<file path="config.mk">
export PLATFORM = sky130hd
export DESIGN_NAME = bin_decimator_multimode_core
export DESIGN_NICKNAME = d
export VERILOG_FILES = /design/src/rtl/bdm_pkg.sv /design/src/rtl/bin_decimator_multimode_core.sv /design/src/rtl/bdm_fifo.sv /design/src/rtl/bdm_div.sv /design/src/rtl/bdm_front.sv /design/src/rtl/bdm_back.sv
export SDC_FILE = /design/constraint.sdc
export NUM_CORES = 1
export LEC_CHECK = 0
export BUFFER_PORTS_ARGS = -buffer_cell sky130_fd_sc_hd__buf_2
export CORE_MARGIN = 4
export CORE_UTILIZATION = 60
export CTS_BUF_LIST = sky130_fd_sc_hd__clkbuf_4 sky130_fd_sc_hd__clkbuf_8
export DETAILED_ROUTE_END_ITERATION = 12
export PLACE_DENSITY = 0.78
export SYNTH_ARGS = -nofsm -noshare
export SYNTH_HDL_FRONTEND = slang
export SYNTH_SLANG_ARGS = --single-unit
</file>
<file path="constraint.sdc">
create_clock -name clk -period 16.3 [get_ports clk]
set_clock_uncertainty 0.2 [all_clocks]
set_input_delay 1.63 -clock clk [delete_from_list [all_inputs] [get_ports clk]]
set_output_delay 1.63 -clock clk [all_outputs]
set_load 0.05 [all_outputs]
</file>
<file path="src/rtl/bdm_pkg.sv">
`timescale 1ns / 1ps
// ----------------------------------------------------------------------------
// Bin decimator package
// Shared widths, mode codes, the closed-bin record type and the result type.
// ----------------------------------------------------------------------------
package bdm_pkg;

  localparam int SAMPLE_BITS   = 24;
  localparam int BIN_BITS      = 12;
  localparam int MAX_BIN_LEN   = 16384;
  // The count saturates one above the maximum length, which marks overflow.
  localparam int COUNT_BITS    = $clog2(MAX_BIN_LEN + 2);
  localparam int SUM_BITS      = SAMPLE_BITS + $clog2(MAX_BIN_LEN);
  localparam int DIV_CNT_BITS  = $clog2(SUM_BITS);
  localparam int FIFO_DEPTH    = 4;
  localparam int FIFO_PTR_BITS = $clog2(FIFO_DEPTH);
  localparam int TDATA_BITS    = ((SAMPLE_BITS + BIN_BITS + 7) / 8) * 8;

  localparam logic [1:0] MODE_MAX    = 2'd0;
  localparam logic [1:0] MODE_MINMAX = 2'd1;
  localparam logic [1:0] MODE_AVG    = 2'd2;
  localparam logic [1:0] MODE_FIRST  = 2'd3;

  // Everything the back end needs to turn one closed bin into results.
  typedef struct packed {
    logic [1:0]                   mode;
    logic signed [SAMPLE_BITS-1:0] max_val;
    logic signed [SAMPLE_BITS-1:0] min_val;
    logic                         min_first;
    logic signed [SAMPLE_BITS-1:0] first_val;
    logic signed [SUM_BITS-1:0]   sum;
    logic [COUNT_BITS-1:0]        count;
    logic [BIN_BITS-1:0]          bin;
    logic                         last_of_run;
    logic                         frame_end;
  } bdm_rec_t;

  typedef struct packed {
    logic signed [SAMPLE_BITS-1:0] value;
    logic [BIN_BITS-1:0]          bin;
    logic                         last_of_run;
    logic                         frame_end;
    logic                         overflow;
  } bdm_res_t;

endpackage

</file>
<file path="src/rtl/bin_decimator_multimode_core.sv">
`timescale 1ns / 1ps
// ----------------------------------------------------------------------------
// Multimode bin decimator
// Reduces runs of equal-bin spectrum samples to max, min/max, average or
// first value per bin.
// ----------------------------------------------------------------------------
// The block takes one sample word per cycle as long as its four-entry record
// queue has room and no second record is pending. A bin closes when the bin
// index changes or when the word with tlast arrives; the front end then
// queues one record, or two when both happen on the same word, in which case
// s_tready drops while the second record waits in the pending register for
// room in the queue. The back end takes a record only in its idle state and
// then loads one result word per output state, so max, first and average
// modes give one word per bin and min-max mode two. Average mode adds a
// bit-serial divider between taking the record and the output state; this
// divider sets the sustained rate whenever bins are short in average mode.
// The mode register is sampled when a bin closes and must only be written
// while the block is idle.
// ----------------------------------------------------------------------------
module bin_decimator_multimode_core import bdm_pkg::*; (
  input  logic                  clk,
  input  logic                  rst,
  // Configuration: decimation_mode (0 max, 1 min/max, 2 average, 3 first).
  input  logic                  cfg_we,
  input  logic [1:0]            cfg_wdata,
  // Sample words in.
  input  logic                  s_tvalid,
  output logic                  s_tready,
  input  logic [TDATA_BITS-1:0] s_tdata,   // [23:0] sample, [35:24] bin, rest zero
  input  logic                  s_tlast,   // last_sample
  // Result words out.
  output logic                  m_tvalid,
  input  logic                  m_tready,
  output logic [TDATA_BITS-1:0] m_tdata,   // [23:0] value, [35:24] out_bin, rest zero
  output logic                  m_tlast,   // frame_end
  output logic [1:0]            m_tuser    // [0] last_of_run, [1] overflow
);

  logic [1:0] decimation_mode;
  logic       push;
  logic       pop;
  logic       fifo_full;
  logic       fifo_empty;
  bdm_rec_t   push_rec;
  bdm_rec_t   pop_rec;
  bdm_res_t   out_res;

  always_ff @(posedge clk) begin
    if (rst) begin
      decimation_mode <= MODE_MAX;
    end else if (cfg_we) begin
      decimation_mode <= cfg_wdata;
    end
  end

  // Front end: tracks the open bin and produces a record per closed bin.
  bdm_front u_front (
    .clk         (clk),
    .rst         (rst),
    .mode        (decimation_mode),
    .in_valid    (s_tvalid),
    .in_ready    (s_tready),
    .sample      (s_tdata[SAMPLE_BITS-1:0]),
    .bin_idx     (s_tdata[SAMPLE_BITS+BIN_BITS-1:SAMPLE_BITS]),
    .last_sample (s_tlast),
    .push        (push),
    .push_rec    (push_rec),
    .full        (fifo_full)
  );

  // The queue lets the input keep streaming while the back end divides.
  bdm_fifo u_fifo (
    .clk      (clk),
    .rst      (rst),
    .push     (push),
    .push_rec (push_rec),
    .full     (fifo_full),
    .pop      (pop),
    .pop_rec  (pop_rec),
    .empty    (fifo_empty)
  );

  // Back end: emits one or two result words per record.
  bdm_back u_back (
    .clk       (clk),
    .rst       (rst),
    .empty     (fifo_empty),
    .rec       (pop_rec),
    .pop       (pop),
    .out_valid (m_tvalid),
    .out_ready (m_tready),
    .out_res   (out_res)
  );

  assign m_tdata = {{(TDATA_BITS-SAMPLE_BITS-BIN_BITS){1'b0}}, out_res.bin, out_res.value};
  assign m_tlast = out_res.frame_end;
  assign m_tuser = {out_res.overflow, out_res.last_of_run};

  // A frame end is always the final word of the input word that caused it.
  a_frame_end_closes_run: assert property (@(posedge clk) disable iff (rst)
    m_tvalid && m_tlast |-> m_tuser[0])
    else $error("frame_end without last_of_run");

  // The front end never writes into a full queue.
  a_no_push_when_full: assert property (@(posedge clk) disable iff (rst)
    push |-> !fifo_full)
    else $error("record pushed into a full queue");

  // The back end never takes a record from an empty queue.
  a_no_pop_when_empty: assert property (@(posedge clk) disable iff (rst)
    pop |-> !fifo_empty)
    else $error("record popped from an empty queue");

  // Input is held off whenever the queue has no room.
  a_stall_on_full: assert property (@(posedge clk) disable iff (rst)
    fifo_full |-> !s_tready)
    else $error("input accepted while queue full");

endmodule

</file>
<file path="src/rtl/bdm_fifo.sv">
`timescale 1ns / 1ps
// ----------------------------------------------------------------------------
// Closed-bin record queue
// Small register queue between the front and the back end.
// ----------------------------------------------------------------------------
module bdm_fifo import bdm_pkg::*; (
  input  logic     clk,
  input  logic     rst,
  input  logic     push,
  input  bdm_rec_t push_rec,
  output logic     full,
  input  logic     pop,
  output bdm_rec_t pop_rec,
  output logic     empty
);

  bdm_rec_t                 entries [FIFO_DEPTH];
  logic [FIFO_PTR_BITS-1:0] wr_ptr;
  logic [FIFO_PTR_BITS-1:0] rd_ptr;
  logic [FIFO_PTR_BITS:0]   fill;

  assign full    = (fill == (FIFO_PTR_BITS+1)'(FIFO_DEPTH));
  assign empty   = (fill == '0);
  assign pop_rec = entries[rd_ptr];

  always_ff @(posedge clk) begin
    if (push) begin
      entries[wr_ptr] <= push_rec;
    end
  end

  always_ff @(posedge clk) begin
    if (rst) begin
      wr_ptr <= '0;
      rd_ptr <= '0;
      fill   <= '0;
    end else begin
      if (push) begin
        wr_ptr <= wr_ptr + 1'b1;
      end
      if (pop) begin
        rd_ptr <= rd_ptr + 1'b1;
      end
      if (push && !pop) begin
        fill <= fill + 1'b1;
      end else if (pop && !push) begin
        fill <= fill - 1'b1;
      end
    end
  end

endmodule

</file>
<file path="src/rtl/bdm_div.sv">
`timescale 1ns / 1ps
// ----------------------------------------------------------------------------
// Bin average divider
// Restoring divider, one quotient bit per cycle, truncating toward zero.
// ----------------------------------------------------------------------------
module bdm_div import bdm_pkg::*; (
  input  logic                         clk,
  input  logic                         rst,
  input  logic                         start,
  input  logic signed [SUM_BITS-1:0]   dividend,
  input  logic [COUNT_BITS-1:0]        divisor,
  output logic                         done,
  output logic signed [SAMPLE_BITS-1:0] quotient
);

  logic                    busy;
  logic [DIV_CNT_BITS-1:0] cnt;
  logic [COUNT_BITS-1:0]   rem;
  logic [COUNT_BITS-1:0]   dvs;
  logic [SUM_BITS-1:0]     quo;
  logic                    neg;
  logic [COUNT_BITS:0]     trial;
  logic                    fits;
  logic [SUM_BITS-1:0]     signed_quo;

  assign trial      = {rem, quo[SUM_BITS-1]};
  assign fits       = (trial >= {1'b0, dvs});
  assign signed_quo = neg ? (~quo + 1'b1) : quo;
  assign quotient   = signed_quo[SAMPLE_BITS-1:0];

  always_ff @(posedge clk) begin
    if (start) begin
      neg <= dividend[SUM_BITS-1];
      quo <= dividend[SUM_BITS-1] ? (~dividend + 1'b1) : dividend;
      rem <= '0;
      dvs <= divisor;
    end else if (busy) begin
      // The remainder stays below the divisor, so it fits back into COUNT_BITS.
      rem <= fits ? COUNT_BITS'(trial - {1'b0, dvs}) : trial[COUNT_BITS-1:0];
      quo <= {quo[SUM_BITS-2:0], fits};
    end
  end

  always_ff @(posedge clk) begin
    if (rst) begin
      busy <= 1'b0;
      cnt  <= '0;
      done <= 1'b0;
    end else begin
      done <= 1'b0;
      if (start) begin
        busy <= 1'b1;
        cnt  <= '0;
      end else if (busy) begin
        cnt <= cnt + 1'b1;
        if (cnt == DIV_CNT_BITS'(SUM_BITS - 1)) begin
          busy <= 1'b0;
          done <= 1'b1;
        end
      end
    end
  end

endmodule

</file>
<file path="src/rtl/bdm_front.sv">
`timescale 1ns / 1ps
// ----------------------------------------------------------------------------
// Bin decimator front end
// Accumulates the open bin and queues a record each time a bin closes.
// ----------------------------------------------------------------------------
module bdm_front import bdm_pkg::*; (
  input  logic                         clk,
  input  logic                         rst,
  input  logic [1:0]                   mode,
  input  logic                         in_valid,
  output logic                         in_ready,
  input  logic signed [SAMPLE_BITS-1:0] sample,
  input  logic [BIN_BITS-1:0]          bin_idx,
  input  logic                         last_sample,
  output logic                         push,
  output bdm_rec_t                     push_rec,
  input  logic                         full
);

  logic [BIN_BITS-1:0]           open_bin;
  logic                          bin_open;
  logic signed [SAMPLE_BITS-1:0] run_max;
  logic signed [SAMPLE_BITS-1:0] run_min;
  logic                          min_first;
  logic signed [SAMPLE_BITS-1:0] first_value;
  logic signed [SUM_BITS-1:0]    run_sum;
  logic [COUNT_BITS-1:0]         run_count;

  logic                          pend_valid;
  bdm_rec_t                      pend_rec;

  logic signed [SAMPLE_BITS-1:0] run_max_next;
  logic signed [SAMPLE_BITS-1:0] run_min_next;
  logic                          min_first_next;
  logic signed [SAMPLE_BITS-1:0] first_value_next;
  logic signed [SUM_BITS-1:0]    run_sum_next;
  logic [COUNT_BITS-1:0]         run_count_next;

  logic                          accept;
  logic                          match;
  logic                          close_old;
  logic signed [SUM_BITS-1:0]    sample_ext;
  bdm_rec_t                      rec_old;
  bdm_rec_t                      rec_new;

  assign in_ready   = !pend_valid && !full;
  assign accept     = in_valid && in_ready;
  assign match      = bin_open && (bin_idx == open_bin);
  assign close_old  = bin_open && !match;
  assign sample_ext = {{(SUM_BITS-SAMPLE_BITS){sample[SAMPLE_BITS-1]}}, sample};

  always_comb begin
    run_max_next     = run_max;
    run_min_next     = run_min;
    min_first_next   = min_first;
    first_value_next = first_value;
    run_sum_next     = run_sum;
    run_count_next   = run_count;
    if (match) begin
      if (sample > run_max) begin
        run_max_next   = sample;
        min_first_next = 1'b1;
      end
      if (sample < run_min) begin
        run_min_next   = sample;
        min_first_next = 1'b0;
      end
      if (run_count < COUNT_BITS'(MAX_BIN_LEN)) begin
        run_sum_next   = run_sum + sample_ext;
        run_count_next = run_count + 1'b1;
      end else begin
        run_count_next = COUNT_BITS'(MAX_BIN_LEN + 1);
      end
    end else begin
      run_max_next     = sample;
      run_min_next     = sample;
      min_first_next   = 1'b0;
      first_value_next = sample;
      run_sum_next     = sample_ext;
      run_count_next   = COUNT_BITS'(1);
    end
  end

  always_comb begin
    rec_old.mode        = mode;
    rec_old.max_val     = run_max;
    rec_old.min_val     = run_min;
    rec_old.min_first   = min_first;
    rec_old.first_val   = first_value;
    rec_old.sum         = run_sum;
    rec_old.count       = run_count;
    rec_old.bin         = open_bin;
    rec_old.last_of_run = !last_sample;
    rec_old.frame_end   = 1'b0;

    rec_new.mode        = mode;
    rec_new.max_val     = run_max_next;
    rec_new.min_val     = run_min_next;
    rec_new.min_first   = min_first_next;
    rec_new.first_val   = first_value_next;
    rec_new.sum         = run_sum_next;
    rec_new.count       = run_count_next;
    rec_new.bin         = match ? open_bin : bin_idx;
    rec_new.last_of_run = 1'b1;
    rec_new.frame_end   = 1'b1;
  end

  // A bin change together with the frame end closes two bins; the second
  // record waits in the pending register until the queue has room.
  always_comb begin
    push     = 1'b0;
    push_rec = rec_old;
    if (pend_valid) begin
      push     = !full;
      push_rec = pend_rec;
    end else if (accept) begin
      if (close_old) begin
        push = 1'b1;
      end else if (last_sample) begin
        push     = 1'b1;
        push_rec = rec_new;
      end
    end
  end

  always_ff @(posedge clk) begin
    if (accept) begin
      open_bin    <= rec_new.bin;
      run_max     <= run_max_next;
      run_min     <= run_min_next;
      min_first   <= min_first_next;
      first_value <= first_value_next;
      run_sum     <= run_sum_next;
      run_count   <= run_count_next;
    end
    if (accept && close_old && last_sample) begin
      pend_rec <= rec_new;
    end
  end

  always_ff @(posedge clk) begin
    if (rst) begin
      bin_open   <= 1'b0;
      pend_valid <= 1'b0;
    end else begin
      if (accept) begin
        bin_open <= !last_sample;
      end
      if (pend_valid) begin
        pend_valid <= full;
      end else if (accept && close_old && last_sample) begin
        pend_valid <= 1'b1;
      end
    end
  end

endmodule

</file>
<file path="src/rtl/bdm_back.sv">
`timescale 1ns / 1ps
// ----------------------------------------------------------------------------
// Bin decimator back end
// Turns queued bin records into result words through a registered output.
// ----------------------------------------------------------------------------
module bdm_back import bdm_pkg::*; (
  input  logic     clk,
  input  logic     rst,
  input  logic     empty,
  input  bdm_rec_t rec,
  output logic     pop,
  output logic     out_valid,
  input  logic     out_ready,
  output bdm_res_t out_res
);

  localparam logic [1:0] ST_IDLE = 2'd0;
  localparam logic [1:0] ST_DIV  = 2'd1;
  localparam logic [1:0] ST_OUT0 = 2'd2;
  localparam logic [1:0] ST_OUT1 = 2'd3;

  logic [1:0]                    st;
  logic [1:0]                    st_next;
  bdm_rec_t                      cur;
  logic                          out_free;
  logic                          load;
  bdm_res_t                      res_next;
  logic                          rec_ovf;
  logic                          cur_ovf;
  logic [COUNT_BITS-1:0]         divisor;
  logic                          div_start;
  logic                          div_done;
  logic signed [SAMPLE_BITS-1:0] quotient;
  logic signed [SAMPLE_BITS-1:0] first_res;

  assign out_free  = !out_valid || out_ready;
  assign rec_ovf   = rec.count > COUNT_BITS'(MAX_BIN_LEN);
  assign cur_ovf   = cur.count > COUNT_BITS'(MAX_BIN_LEN);
  assign divisor   = rec_ovf ? COUNT_BITS'(MAX_BIN_LEN) : rec.count;
  assign pop       = (st == ST_IDLE) && !empty;
  assign div_start = pop && (rec.mode == MODE_AVG);

  bdm_div u_div (
    .clk      (clk),
    .rst      (rst),
    .start    (div_start),
    .dividend (rec.sum),
    .divisor  (divisor),
    .done     (div_done),
    .quotient (quotient)
  );

  always_comb begin
    unique case (cur.mode)
      MODE_MAX:    first_res = cur.max_val;
      MODE_MINMAX: first_res = cur.min_first ? cur.min_val : cur.max_val;
      MODE_AVG:    first_res = quotient;
      default:     first_res = cur.first_val;
    endcase
  end

  always_comb begin
    st_next              = st;
    load                 = 1'b0;
    res_next.value       = first_res;
    res_next.bin         = cur.bin;
    res_next.overflow    = cur_ovf;
    res_next.last_of_run = cur.last_of_run && (cur.mode != MODE_MINMAX);
    res_next.frame_end   = cur.frame_end && (cur.mode != MODE_MINMAX);
    unique case (st)
      ST_IDLE: begin
        if (!empty) begin
          st_next = (rec.mode == MODE_AVG) ? ST_DIV : ST_OUT0;
        end
      end
      ST_DIV: begin
        if (div_done) begin
          st_next = ST_OUT0;
        end
      end
      ST_OUT0: begin
        if (out_free) begin
          load    = 1'b1;
          st_next = (cur.mode == MODE_MINMAX) ? ST_OUT1 : ST_IDLE;
        end
      end
      default: begin
        res_next.value       = cur.min_first ? cur.max_val : cur.min_val;
        res_next.last_of_run = cur.last_of_run;
        res_next.frame_end   = cur.frame_end;
        if (out_free) begin
          load    = 1'b1;
          st_next = ST_IDLE;
        end
      end
    endcase
  end

  always_ff @(posedge clk) begin
    if (pop) begin
      cur <= rec;
    end
    if (load) begin
      out_res <= res_next;
    end
  end

  always_ff @(posedge clk) begin
    if (rst) begin
      st        <= ST_IDLE;
      out_valid <= 1'b0;
    end else begin
      st <= st_next;
      if (out_free) begin
        out_valid <= load;
      end
    end
  end

endmodule

</file>
Word-level counts from Yosys, hierarchy flattened. Memories as Yosys holds them, arrays and structs flattened. A register that Yosys moved wholly into a read port is not among the register bits. Cells that the tools add are included.

Latch bits: 0. Word-level logic and storage cells: 160. Memory bits (writable): 568. Memories kept: 1. Bits in read-only memories: 0. Flip-flop bits (word level): 512.

Memories: u_fifo.entries (depth 4, width 142, rd ports 1, clocked after Yosys merged registers in 1, wr ports 1, line bdm_fifo.sv:17) `bdm_rec_t entries [FIFO_DEPTH];`.

Shift-type cells: 0. Mux-type cells: 52. Divide/modulo/power cells: 0. $mul: 0. $lt $le $gt $ge: 6. Reduce and logical (&&, ||, !) cells: 32. Equality and inequality tests: 12. Add/subtract/negate cells: 10. Bitwise logic cells: 3.

Operator list (number): 2-to-1 mux 140 bit (3); 2-to-1 mux 24 bit (9); 2-to-1 mux 38 bit (5); 2-to-1 mux 142 bit (1); one-hot mux 24 bit (3 select lines) (1); 2-to-1 mux 15 bit (3); adder 38 x 1 -> 38 bit, second input constant (1); adder 38 x 24 -> 38 bit (1); NOT 38 bit (1); greater-than comparator 15 bit, second input constant (2); adder 24 x 1 -> 24 bit, second input constant (1); greater-than comparator 24 bit (1); less-than comparator 24 bit (1); NOT 24 bit (1); 2-to-1 mux 2 bit (9); 2-to-1 mux 1 bit (17); >= comparator 16 x 15 -> 1 bit (1); adder 15 x 1 -> 15 bit, second input constant (1); less-than comparator 15 bit, second input constant (1); subtractor 15 bit (1); equality test 12 bit (1); logical AND 1 bit (12); 2-to-1 mux 12 bit (1); logical NOT 1 bit (8); 21 further kinds (32).

Logic depth before layout (Yosys ltp). Gate-level depths: netlist (run 1).

Word-level depth: 11. Gate-level depth with buffers: 14. Gate-level depth less buffers: 13.

Modules after synthesis. A second synthesis (run 1) with hierarchy kept.

Cells, all modules: 3262. Area, all modules: 48641.7 um2.

Modules (own cells, without submodules): bdm_fifo (cells an instance 786, instances 1, area an instance 20898.8 um2, seq. area each 17236.5 um2); bdm_front (cells an instance 1518, instances 1, area an instance 16226.8 um2, seq. area each 8388.0 um2); bdm_back (cells an instance 392, instances 1, area an instance 6352.3 um2, seq. area each 4354.2 um2); bdm_div (cells an instance 555, instances 1, area an instance 5062.4 um2, seq. area each 2082.0 um2); bin_decimator_multimode_core (cells an instance 11, instances 1, area an instance 101.3 um2, seq. area each 40.0 um2).

Worst setup path after synthesis (run 1). Ideal clock, no wire load.

Path type: input -> register. Start: input port s_tvalid. End: register u_front.pend_rec[100] (netlist bit), enable pin. Setup slack: 3298 ps. Required time: 15459 ps. Arrival time: 12161 ps. Stages on the path: 4. Library setup time: 641 ps. Buffers on the path: 1. Path through: and2_0 > clkbuf_1 > nand2_1 > nor2_1.

Longest elaborated chain between the ends: 3.

RTL lines: start: declaration (line bin_decimator_multimode_core.sv:27) `input logic s_tvalid,`; logical AND 1 bit (line bdm_front.sv:47) `assign accept = in_valid && in_ready;`; net u_front.accept (line bdm_front.sv:39) `logic accept;`; logical AND 1 bit (2 in series) (line bdm_front.sv:136) `if (accept && close_old && last_sample) begin`; end signal: assignment (line bdm_front.sv:137) `pend_rec <= rec_new;`; end: declaration (line bdm_front.sv:30) `bdm_rec_t pend_rec;`.

The timed path passes the listed nets, and every way through them passes these cells. A chain may end at the register's enable or synchronous reset.

Worst setup path after layout (run 1).
Start: register u_front.pend_valid. End: register u_front.pend_rec[120] (netlist bit), enable pin.

Longest elaborated chain between the ends: 5.

RTL lines: start: declaration (line bdm_front.sv:29) `logic pend_valid;`; start signal: assignment (line bdm_front.sv:150) `pend_valid <= full;`; logical NOT 1 bit (line bdm_front.sv:46) `assign in_ready = !pend_valid && !full;`; logical AND 1 bit (line bdm_front.sv:46); logical AND 1 bit (line bdm_front.sv:47); logical AND 1 bit (2 in series) (line bdm_front.sv:136).

No other way between the ends.

==> impl_metrics.toml, run 1 <==
[worst_setup_path]
path_delay_family = "simple AND/OR/NAND/NOR gates"
crit_buf_inv = 2
r2r_end = "u_front.pend_rec[120]"
critPathKind = "reg2reg"
reg2reg_from = "u_front.pend_valid"
r2r_cells = 6
cp_common_cell = "buf_4"
slowest_stage = "buf_4"
crit_path_start = "u_front.pend_valid"
path_cells = "nor2_1 > and2_4 > nand2_1 > nor2_4 > buf_4 > buf_4"
critPathLaunchType = "flop"
cpPeakStageDelay_ns = 0.96
cp.required_ns = 16.51
worstPathMaxFanout = 79
end_kind = "flop"
rrSetupSlack_ns = 10.76
cp.arrival_ns = 5.75

[timing]
grt_setup_unrepaired = "no"
relSlewSlack_pct = 21.5
fin_crit_sh_pct = 34.0
tightest_slew_ns = 1.18
slew_viol_final = 0
timing.setup.tns_ns = 0
fmax_ghz = 0.181
setup_viol = 0
fin_crit_ns = 5.54
hold_viol_final = 0

[synth]
syn_area_per_cell_um2 = 14.4
netlist_area_um2 = 48000
synth.largest_area_cell = "edfxtp_1"
async_reset_ff_share_pct = 0
synthCells = 3324
synth_common_cells = "edfxtp_1 (1043), nand2_1 (380), o21ai_0 (236)"
synth_edf_count = 1043
synth_most_common_cell = "edfxtp_1"
yosys_most_used_dff = "edfxtp_1"
ys.warnings.count = 0
synth_area_leaders = "edfxtp_1 (65%), mux4_2 (6.4%), nand2_1 (3.0%)"
synthDistinctLibCells = 83
synth_largest_type_area_fraction_pct = 65.2
ys_seq_elements = 1082
yosysSeqAreaShare_pct = 66.9

[pwr]
p_comb_share_pct = 28.8
power_frac_clock_pct = 24.7
power.leakage_nw = 18.3
vdd_drop_max_mv = 0.0857
total_power_mw = 8.71
seqPwrFrac_pct = 46.6
power_density_nw_per_um2 = 166
swShare_pct = 33.5
p_int_mw = 5.80
power.switching_mw = 2.91

[clocking]
h-tree-depth = 4
cts_resized = 0
cts_sinks = 1082
cts_buffer_depth = 3
clk_latency_ns = 0.81
cts_setup_buffers = 0
cts_made_buffers = 165
clkTransAtPathRegs_ns = 0.06
cts_tree = "done"
holdBufCountCts = 0
cts_root_buf = "clkbuf_8"

[route]
routedWlPerCell_um = 24.4
num_vias = 29815
drtPass1Iterations = 8
final_antenna_net_count = 0
drtIter0Drc = 3543
viasPerCell = 6.46
drt-total-wl_um = 113000
drc_errors = 0

[die]
row_count = 103
die_h_um = 291
die_area_um2 = 84600
start_util_pct = 60.7
core_area_um2 = 79100
ios = 93
die_x_um = 291

[worst_hold_path]
hold_depth = 0
hold_class = "reg2reg"
hold_path.startpoint = "u_back.cur[3]"
min_to = "u_back.out_res[4]"

[final_layout]
nNetsFinal = 3593
post-route-util_pct = 66.4
nFillCells = 5250
syn_to_final_growth_pct = 9.48
drive_gt1_share_pct = 15.8

[outcome]
outcome = "finished, final reports clean"

[grt]
grt_max_degree = 113
grt_pass1_wl_um = 172000
grt_pass1_vias = 29635
overflow = 0
grt.total_usage_pct = 26.3
antenna_found_initial = 6

[place]
gp_congestion = 0.938
post-dp-hpwl_um = 73200
io_buffers = 84

[run]
cap_violations = 0
==> worst max path at each step <==
stage	endpoint	slack [ns]	cells after the start
CTS	u_front.pend_rec[116]	10.75	6
global route	u_front.pend_rec[92]	10.53	6
detailed placement	u_front.pend_rec[104]	10.33	6
global placement	u_front.pend_rec[102]	10.36	6
floorplan	u_front.pend_rec[100]	3.30	4
finish	u_front.pend_rec[120]	10.76	6
==> routing by layer <==
layer / vias to the layer above / GRT usage [%] / wire, µm
met1: 14885 / 37.9 / 45200
met5: - / 0 / 13
met3: 226 / 5.82 / 12100
li1: 13150 / - / -
met2: 1552 / 40.0 / 52000
met4: 2 / 9.63 / 3420
==> worst register-to-register path: stages, from the launching register on <==
cell and delay (ns):
dfxtp_4 0.55, nor2_1 0.69, and2_4 0.88, nand2_1 0.37, nor2_4 0.70, buf_4 0.66, buf_4 0.99
==> state kept, by name, summed over array words and instances (netlist names), 24 cells and up, named ones only <==
signal,cells
u_fifo.entries,568
u_back.cur,104
u_front.run_min,24
u_front.first_value,24
u_back.out_res,39
u_front.run_max,24
u_front.pend_rec,140
u_back.u_div.quo,38
u_front.run_sum,38
==> area by class of cell <==
cell class                 instances  area (µm²)  area share, %
clock buffer                     218        2690           5.12
clock inverter                    80         487          0.926
tap                             1050        1310           2.50
inverter                         105         397          0.755
timing repair buffer             121         723           1.38
antenna                            4        10.0         0.0190
multi-input combinational       1958       14800           28.2
sequential                      1082       32100           61.1
==> per-stage QoR <==
| step | area [µm²] | setup slack (ns) | hold slack [ns] | instances |
|---|---|---|---|---|
| 5_1_grt | 52600 | 10.53 | 0.232 | 4616 |
| 2_1_floorplan | 48000 | 3.30 | 0.200 | 3327 |
| 4_1_cts | 52600 | 10.75 | 0.209 | 4614 |
| 3_3_place_gp | 49400 | 10.36 | 0.204 | 4316 |
| 3_5_place_dp | 49400 | 10.33 | 0.208 | 4316 |
| 6_report | 52600 | 10.76 | 0.220 | 4618 |
==> placed cells by master, fill, tap and decap left out, drive strengths merged, types with 9 or more instances in the layout <==
master	netlist	final
xor2	67	67
o31ai	19	19
mux4	142	142
or3	11	11
xnor2	62	62
nor4	15	15
mux2i	29	29
o211ai	25	25
and2	51	51
buf	40	121
a21o	39	39
inv	103	109
a221oi	10	10
o21a	11	11
and3	17	17
edfxtp	1043	1043
o22ai	26	26
a22o	12	12
nor3b	10	10
nand4	23	23
o22a	10	10
o221ai	9	9
a22oi	30	30
o21ai	250	250
a21oi	150	150
nor2b	29	29
nand3	38	38
nand2b	13	13
clkbuf	142	218
clkinv	2	69
dfxtp	39	39
nand2	380	380
nor2	134	134
a31oi	14	14
nor3	29	29
ha	109	109
a221o	85	85
a21boi	10	10
==> cells by family after synthesis <==
logic type / synth area share [%]
mux: 7.51
compound gates: 10.6
buf+inv: 2.39
fa+ha+maj: 2.97
xor+xnor: 2.35
simple gates: 7.36
other cells: 0.00781
flops: 66.9
==> power by group through the flow <==
stage	clock network, mW	registers, mW	logic (mW)
final	2.15	4.06	2.51
after global placement	0	4.07	2.39
after detailed placement	0	4.11	2.47
after floorplan	0	4.16	1.67
after CTS	2.18	4.05	2.48
after global routing	2.32	4.10	2.71
No activity file was read; power rests on OpenSTA's default activity.
==> inputs of run 2 (changes only) <==
Settings changed: ABC_AREA set to 1.
Clock period 16.3 ns to 5.2 ns, I/O delays scaled along.
==> impl_metrics.toml, run 2 <==
[place]
gp_congestion = 0.919
io_buffers = 84
post-dp-hpwl_um = 84900
dp_slack_ns = 1.28
placedCellCount = 6121

[timing]
tightest_slew_ns = 1.06
slew_viol_final = 0
fin_crit_ns = 3.87
hold_viol_final = 0
setup_viol = 0
fin_crit_sh_pct = 74.4
grt_setup_unrepaired = "no"
whs_ns = 0.0957
timing.setup.tns_ns = 0
setup_ws_ns = 1.33
fmax_ghz = 0.258
relSlewSlack_pct = 29.4

[final_layout]
drive_gt1_share_pct = 8.99
syn_to_final_growth_pct = 9.94
nNetsFinal = 5345
largest_reg_flops = 568
nFillCells = 6265
reg_top3 = "u_fifo.entries (568), u_front.pend_rec (140), u_back.cur (104)"
final_cells = 6444
final_common_cell = "nand2_1"
final_cell_mix = "nand2_1 (1375), edfxtp_1 (1043), inv_1 (454)"
largest_register = "u_fifo.entries"

[synth]
synth_largest_type_area_fraction_pct = 61.5
synth_area_leaders = "edfxtp_1 (62%), nand2_1 (10%), o21ai_0 (4.0%)"
synthCells = 5062
syn_area_per_cell_um2 = 10.1
async_reset_ff_share_pct = 0
synth.largest_area_cell = "edfxtp_1"
ys.warnings.count = 0
yosysSeqAreaShare_pct = 63.1
synth_most_common_cell = "nand2_1"
synth_common_cells = "nand2_1 (1376), edfxtp_1 (1043), inv_1 (455)"
ys_seq_elements = 1082
netlist_area_um2 = 50900
synthDistinctLibCells = 56
synth_edf_count = 1043
yosys_most_used_dff = "edfxtp_1"

[route]
routedWlPerCell_um = 20.6
drtIter0Drc = 4762
viasPerCell = 5.90
drtPass1Iterations = 6
drc_errors = 0
num_vias = 37990
drt-total-wl_um = 133000
final_antenna_net_count = 0

[pwr]
vdd_drop_max_mv = 0.387
seqPwrFrac_pct = 43.9
p_int_mw = 18.1
power.leakage_nw = 21.9
power.switching_mw = 10.9
p_comb_share_pct = 32.1
swShare_pct = 37.7
power_frac_clock_pct = 24.0
power_density_nw_per_um2 = 519
total_power_mw = 29.0

[die]
die_x_um = 299
ios = 93
row_count = 106
start_util_pct = 60.7
core_area_um2 = 83800
die_area_um2 = 89600
die_h_um = 299

[worst_setup_path]
cpPeakStageDelay_ns = 0.76
end_kind = "flop"
crit_buf_inv = 2
critPathKind = "reg2reg"
path_delay_family = "buffers and inverters"
cp.required_ns = 5.74
cp.arrival_ns = 4.41
worstPathMaxFanout = 93
slowest_stage = "buf_4"
critPathLaunchType = "flop"
path_cells = "buf_4 > a21oi_1 > o21ai_0 > nand2_1 > nand3_2 > nand2_2 > inv_1 > nand2_1 > o21ai_0"

[run]
cap_violations = 0

[outcome]
outcome = "finished, final reports clean"

[clocking]
cts_made_buffers = 168
clk_latency_ns = 0.83
cts_resized = 0
cts_tree = "done"
cts_sinks = 1082
cts_buffer_depth = 3
cts_root_buf = "clkbuf_8"
clkTransAtPathRegs_ns = 0.07
h-tree-depth = 4

[grt]
grt_pass1_wl_um = 202000
grt_max_degree = 143
overflow = 0
grt.total_usage_pct = 29.2
grt_pass1_vias = 36563
antenna_found_initial = 11

[worst_hold_path]
hold_path.startpoint = "s_tdata[4]"
hold_class = "in2reg"
==> run 2: metal layers <==
layer	global-route usage (%)	routed length (µm)
met5	0	30
met4	12.3	5080
met3	6.21	14400
met2	46.1	60700
met1	39.9	52500
==> run 2: path summary, 6_finish.rpt <==
path	cells past startpoint	end	slack, ns
min	3	u_front.first_value[4]	0.1
max	9	u_back.u_div.rem[4]	1.33
min reg2reg	0	u_back.out_res[14]	0.22
max reg2reg	9	u_back.u_div.rem[4]	1.33
==> run 2: worst reg2reg max path, cell delays in order, from the launching register on <==
cell,delay [ns]
dfxtp_4,0.56
buf_4,0.78
a21oi_1,0.14
o21ai_0,0.12
nand2_1,0.13
nand3_2,0.45
nand2_2,0.60
inv_1,0.60
nand2_1,0.11
o21ai_0,0.11
==> run 2: cell type report <==
cell class	instances	area (µm²)	area share, %
Sequential cell	1082	32100	57.4
Multi-Input combinational cell	3285	16000	28.7
Clock buffer	224	2780	4.96
Inverter	466	1770	3.16
Tap cell	1134	1420	2.54
Timing Repair Buffer	182	1390	2.48
Clock inverter	66	443	0.792
Antenna cell	5	12.5	0.0224
==> run 2: power by group through the flow <==
stage	logic, mW	clock network (mW)	registers, mW
finish	9.33	6.96	12.7
global route	10.2	7.46	12.9
CTS	9.17	7.03	12.7
detailed placement	9.11	0	12.9
global placement	8.88	0	12.8
floorplan	6.13	0	13.0
==> run 2: logic make-up (layout without fill, tap and decap cells) <==
logic type	count (synthesis)	after routing	synth area share, %
flops	1082	1082	63.1
xor+xnor	61	61	1.05
buf+inv	698	938	5.61
compound gates	786	786	8.52
simple gates	2322	2322	18.9
fa+ha+maj	112	112	2.80
other cells	1	9	0.00737
==> run 2: timing repair <==
item                                    in CTS  in global routing
hold buffers                                28                  0
hold endpoints to repair                    79                  0
buffers inserted                             0                  0
endpoints found under the setup margin       0                  0
==> run 2: through the flow <==
| step | instance area, µm² | util (%) |
|---|---|---|
| floorplan | 50900 | - |
| global placement | 52400 | 62.6 |
| detailed placement | 52400 | 62.6 |
| CTS | 55900 | 66.7 |
| global route | 55900 | 66.7 |
| finish | 56000 | 66.8 |
